--- config.mk ---
export PLATFORM = sky130hd
export DESIGN_NAME = dtq_chain
export DESIGN_NICKNAME = d
export VERILOG_FILES = /design/src/hw/rtl/dtq_pkg.sv /design/src/hw/rtl/dtq_cell.sv /design/src/hw/rtl/dtq_chain.sv
export SDC_FILE = /design/constraint.sdc
export NUM_CORES = 2
export LEC_CHECK = 0
export ABC_AREA = 1
export BUFFER_PORTS_ARGS = -buffer_cell sky130_fd_sc_hd__buf_2
export CAP_MARGIN = 20
export CORE_MARGIN = 8
export CORE_UTILIZATION = 40
export CTS_CLUSTER_DIAMETER = 200
export DETAILED_ROUTE_END_ITERATION = 7
export GPL_ROUTABILITY_DRIVEN = 0
export PLACE_DENSITY = 0.61
export SLEW_MARGIN = 10
export SYNTH_ARGS = -nofsm -noshare
export SYNTH_HDL_FRONTEND = slang
export SYNTH_SLANG_ARGS = --single-unit
--- constraint.sdc ---
create_clock -name clk -period 7.2 [get_ports clk]
set_clock_uncertainty 0.05 [all_clocks]
set_input_delay 1.08 -clock clk [delete_from_list [all_inputs] [get_ports clk]]
set_output_delay 1.08 -clock clk [all_outputs]
set_load 0.02 [all_outputs]
--- src/hw/rtl/dtq_pkg.sv ---
// Package for the deadline timer queue: operation codes, result kinds,
// timer status codes, sizing constants and the chain command. Depends on nothing.
package dtq_pkg;

    localparam int NumTimersDefault = 16;
    localparam int IdWidth = 4;
    localparam int TimeWidth = 64;

    typedef enum logic [1:0] {
        OP_SET      = 2'd0,
        OP_INSTALL  = 2'd1,
        OP_CANCEL   = 2'd2,
        OP_PROGRESS = 2'd3
    } op_t;

    typedef enum logic [1:0] {
        KIND_FIRED   = 2'd0,
        KIND_ARM     = 2'd1,
        KIND_ACK     = 2'd2,
        KIND_IGNORED = 2'd3
    } kind_t;

    typedef enum logic [1:0] {
        ST_UNUSED    = 2'd0,
        ST_QUEUED    = 2'd1,
        ST_FIRED     = 2'd2,
        ST_CANCELLED = 2'd3
    } status_t;

    // Chain command that every cell sees in the same cycle.
    typedef struct packed {
        logic                 insert;
        logic                 remove;
        logic                 pop;
        logic [IdWidth-1:0]   id;
        logic [TimeWidth-1:0] key;
    } chain_cmd_t;

endpackage

--- src/hw/rtl/dtq_cell.sv ---
// One cell of the sorted chain: holds one queued timer and its deadline.
// Depends on dtq_pkg.
module dtq_cell
    import dtq_pkg::*;
(
    input  logic                 clk,
    input  logic                 rst_n,
    input  chain_cmd_t           cmd,
    input  logic                 left_valid,
    input  logic [IdWidth-1:0]   left_id,
    input  logic [TimeWidth-1:0] left_key,
    input  logic                 left_before,
    input  logic                 left_match,
    input  logic                 right_valid,
    input  logic [IdWidth-1:0]   right_id,
    input  logic [TimeWidth-1:0] right_key,
    output logic                 valid,
    output logic [IdWidth-1:0]   id,
    output logic [TimeWidth-1:0] key,
    output logic                 ahead,
    output logic                 match
);

    logic                 valid_reg, valid_next;
    logic [IdWidth-1:0]   id_reg, id_next;
    logic [TimeWidth-1:0] key_reg, key_next;

    // Flags: ahead says this cell holds an entry that goes before the new one;
    // match says this cell or one to its left holds the id being removed.
    logic here_before;
    assign here_before = valid_reg && ((key_reg < cmd.key) ||
                         (key_reg == cmd.key && id_reg < cmd.id));
    assign ahead = here_before;
    assign match = left_match || (valid_reg && id_reg == cmd.id);

    always_comb
    begin
        valid_next = valid_reg;
        id_next    = id_reg;
        key_next   = key_reg;
        if (cmd.pop || (cmd.remove && match))
        begin
            valid_next = right_valid;
            id_next    = right_id;
            key_next   = right_key;
        end
        else if (cmd.insert && !here_before)
        begin
            if (left_before)
            begin
                valid_next = 1'b1;
                id_next    = cmd.id;
                key_next   = cmd.key;
            end
            else
            begin
                valid_next = left_valid;
                id_next    = left_id;
                key_next   = left_key;
            end
        end
    end

    always_ff @(posedge clk or negedge rst_n)
    begin
        if (!rst_n)
            valid_reg <= 1'b0;
        else
            valid_reg <= valid_next;
    end

    always_ff @(posedge clk)
    begin
        id_reg  <= id_next;
        key_reg <= key_next;
    end

    assign valid = valid_reg;
    assign id    = id_reg;
    assign key   = key_reg;

endmodule

--- src/hw/rtl/dtq_chain.sv ---
// Row of sorting cells kept in order of deadline then timer index.
// Depends on dtq_pkg and dtq_cell.
module dtq_chain
    import dtq_pkg::*;
#(
    parameter int NUM_TIMERS = NumTimersDefault
)
(
    input  logic                 clk,
    input  logic                 rst_n,
    input  chain_cmd_t           cmd,
    output logic                 head_valid,
    output logic [IdWidth-1:0]   head_id,
    output logic [TimeWidth-1:0] head_key
);

    logic                 v   [NUM_TIMERS+1];
    logic [IdWidth-1:0]   ids [NUM_TIMERS+1];
    logic [TimeWidth-1:0] ks  [NUM_TIMERS+1];
    logic                 bf  [NUM_TIMERS+1];
    logic                 mt  [NUM_TIMERS+1];

    // Position zero is the left boundary: the new entry goes first there.
    assign bf[0] = 1'b1;
    assign mt[0] = 1'b0;
    assign v[0]  = 1'b0;
    assign ids[0] = '0;
    assign ks[0]  = '0;

    logic                 rv   [NUM_TIMERS];
    logic [IdWidth-1:0]   rids [NUM_TIMERS];
    logic [TimeWidth-1:0] rks  [NUM_TIMERS];

    for (genvar i = 0; i < NUM_TIMERS; i++)
    begin : g_cell
        if (i == NUM_TIMERS - 1)
        begin : g_end
            assign rv[i]   = 1'b0;
            assign rids[i] = '0;
            assign rks[i]  = '0;
        end
        else
        begin : g_mid
            assign rv[i]   = v[i+2];
            assign rids[i] = ids[i+2];
            assign rks[i]  = ks[i+2];
        end
        dtq_cell u_cell (
            .clk         (clk),
            .rst_n       (rst_n),
            .cmd         (cmd),
            .left_valid  (v[i]),
            .left_id     (ids[i]),
            .left_key    (ks[i]),
            .left_before (bf[i]),
            .left_match  (mt[i]),
            .right_valid (rv[i]),
            .right_id    (rids[i]),
            .right_key   (rks[i]),
            .valid       (v[i+1]),
            .id          (ids[i+1]),
            .key         (ks[i+1]),
            .ahead       (bf[i+1]),
            .match       (mt[i+1])
        );
    end

    assign head_valid = v[1];
    assign head_id    = ids[1];
    assign head_key   = ks[1];

endmodule

==> metrics.md <==
| Metric | Value |
|---|---|
| Status | completed |
| R2R Path End | g_cell[10].u_cell.key[62]$_DFFE_PP_ |
| Post-CTS Setup Inserts | 0 |
| Worst path required time | 7.56 ns |
| Crit path buf inv count | 3 |
| Commonest cells after routing, fill and taps aside | 3608 x nand2_1, 1423 x nand3_1, 1088 x ha_1, 1020 x edfxtp_1, 862 x a21oi_1 |
| Die Y | 477 um |
| Fin nets | 12200 |
| Post-Syn Area | 84800 sq um |
| Clock slew at reported path FFs | 0.06 ns |
| Commonest non-fill, non-tap cell in the layout | nand2_1 |
| Fin. Hold Viols | 0 |
| Post-synth ARST share | 0.0145 |
| First-pass GRT wire length | 453 mm |
| Crit path DAT | 5.39 ns |
| Area delta synth->final | 9.43% |
| Gate Count Post-Synth | 11200 |
| Unrepaired setup endpoints after global routing | false |
| Clock latency on the worst-skew pair | 0.80 ns |
| Htree depth | 4 |
| Fmax | 199 MHz |
| R2r startpoint | g_cell[0].u_cell.id[0]$_DFFE_PP_ |
| Dpl ws | 1.38 ns |
| EDFF count, synth | 1020 |
| Vias | 79100 |
| Post-cts sizing count | 0 |
| DR vias/cell | 5.67 |
| Initial antenna violation count | 21 |
| Num rows | 169 |
| CP Max Fanout | 69 |
| Die extent in x | 477 um |
| Slew Limit Fails | 0 |
| Port Buffer Count | 141 |
| Post-route DRC | 0 |
| Core area | 211000 sq um |
| Clock sink total | 1104 |
| Post-Place Cells | 13700 |
| Pwr Density | 434 nW/um^2 |
| #FFs+latches synth | 1104 |
| Critical Path Source Type | primary input |
| R2R Setup Slk | 2.55 ns |
| CP Capture Type | register |
| Family with the most delay on the worst path | simple AND/OR/NAND/NOR gates |
| Fin Setup TNS | 0 ns |
| Total gr overflow | 0 |
| Final Setup Violations | 0 |
| CTS Root Cell | clkbuf_16 |
| Post-synthesis sequential area ratio | 0.382 |
| Ys Warns | 0 |
| Crit path to | g_cell[10].u_cell.key[51]$_DFFE_PP_ |
| CTS buffer count | 140 |
| Initial Utilization | 0.401 |
| Slowest cell delay on critical path | 0.74 ns |
| Rel. slew slack | 0.262 |
| Period utilisation layout | 0.698 |
| Post-synth net total | 12300 |
| Non-filler cells, final | 14000 |
| Crit path from | cmd[63] |
| Most Frequent Cell on Critical Path | nand2_1 |
| Vias in the first global route | 73900 |
| Total track usage | 0.248 |
| Max clock buf depth | 3 |
| Io pins | 142 |
| Max-cap violations | 0 |
| HPWL after detailed placement | 221 mm |
| Static Leakage | 44.3 nW |
| Reg area | 32400 sq um |
| Critical-path cell list | buf_2 -> inv_1 -> ha_1 -> nand2_1 -> inv_1 -> nand3_1 -> nor3_1 -> nand2_1 -> nor2_1 -> nand2_1 -> nand2_1 -> nand2_1 -> nand2_4 -> nand2_1 -> nand2_4 |
| Routed WL per cell | 21.2 um |
| FILL cells | 21200 |
| Crit path depth | 15 |
| DIE AREA | 227000 sq um |
| Hold Crit Class | primary input to async pin |
| VDD IR-drop max | 0.287 mV |
| Fin crit period | 5.03 ns |
| Mean Syn Cell Area | 7.59 sq um |
| Ratio of cells with drive above 1 in the final layout | 0.0568 |
| Largest net degree at the start of global routing | 98 |
| CTS tree | built |
| Worst setup slack after layout | 2.17 ns |
| Reg2reg path depth | 17 |
| Design Power | 40.3 mW |
| Detailed Routing Iterations Pass 1 | 6 |
| Initial DRC count | 9047 |
| Synth unique cells | 41 |
| Final core occ | 0.439 |
| Synth Flop Type | edfxtp_1 |
| Largest register FFs | 1024 |
| Multi-input gate area | 47000 sq um |
| Worst-Margin Slew | 1.11 ns |
| Hold_buf cts | 0 |
| Slowest CP cell | nand2_4 |
| Post-DRT Antenna Nets | 0 |
| Critical path type | primary input to register |
| Detailed Route WL | 296 mm |
worst register-to-register path, stage by stage (launching register included):
cell and delay [ns]:
edfxtp_1 0.53, inv_1 0.12, ha_1 0.31, nand2_1 0.07, nor2_1 0.04, nand2_1 0.12, nand2_4 0.30, nor2_4 0.26
nand4_4 0.16, nor2_8 0.18, nand4_1 0.26, nor2_4 0.21, buf_4 0.69, nand2_2 0.13, inv_2 0.13, buf_4 0.65
nand3_1 0.22, nand2_1 0.09
report_power, final:
group | internal (mW) | total [mW] | switching (mW) | leakage (nW)
Sequential | 11.5 | 14.8 | 3.35 | 11.5
Combinational | 6.21 | 18.7 | 12.5 | 30.8
Clock | 3.86 | 6.79 | 2.93 | 2.08
worst min path at each step:
| stage | start | endpoint | cells past startpoint |
|---|---|---|---|
| after floorplan | g_cell[15].u_cell.id[0]$_SDFFE_PP0P_ | g_cell[14].u_cell.id[0]$_DFFE_PP_ | 2 |
| after global placement | g_cell[15].u_cell.key[0]$_SDFFE_PP0P_ | g_cell[14].u_cell.key[0]$_DFFE_PP_ | 2 |
| after detailed placement | g_cell[15].u_cell.id[0]$_SDFFE_PP0P_ | g_cell[14].u_cell.id[0]$_DFFE_PP_ | 2 |
| after CTS | rst_n | g_cell[15].u_cell.valid$_DFFE_PN0P_ | 1 |
| after global routing | rst_n | g_cell[15].u_cell.valid$_DFFE_PN0P_ | 1 |
| final | rst_n | g_cell[15].u_cell.valid$_DFFE_PN0P_ | 1 |
layout make-up:
cell class	instances	area share
multi-input cells	8569	0.507
flip-flops and latches	1104	0.349
clock buffers	181	0.0411
well taps	2821	0.0380
inverters	841	0.0340
repair buffers	357	0.0260
clock inverters	63	0.00462
diodes	15	0.000404
cell usage after synthesis (10+ instances only):
library cell     n  area [sq um]
dfxtp_1         68          1360
a211oi_1        11          82.6
nor2_1         349          1310
inv_2           10          37.5
nand2_1       3650         13700
ha_1          1088         13600
buf_2           39           195
dfrtp_1         16           400
nor4_1          26           163
clkbuf_1       557          2090
nand4_1        111           694
nand3_1       1424          7130
o211ai_1        23           173
a21boi_0        66           495
inv_1          829          3110
o21ai_0        816          4080
a21oi_1        862          4310
nor3_1          59           295
o21a_1          38           285
buf_1           58           218
edfxtp_1      1020         30600
per-layer routing:
layer | vias to the layer above | GRT usage | wire, um
met1 | 37100 | 0.374 | 137000
met4 | 6 | 0.0674 | 7470
met5 | - | 0 | 39
met3 | 392 | 0.0450 | 28800
li1 | 37800 | - | -
met2 | 3797 | 0.362 | 122000
through the flow:
stage	instance area, sq um	hold WS [ns]
after floorplan	84800	0.452
after global placement	88500	0.471
after detailed placement	88500	0.479
after CTS	92800	0.212
after global routing	92800	0.265
final	92800	0.265
cell families after synthesis:
kind of cell / count (synthesis) / synth area share
simple gates: 5656 / 0.279
compound gates: 1825 / 0.112
buf+inv: 1496 / 0.0668
flops: 1104 / 0.382
fa+ha+maj: 1088 / 0.160
(Power assumes the default switching activity.)
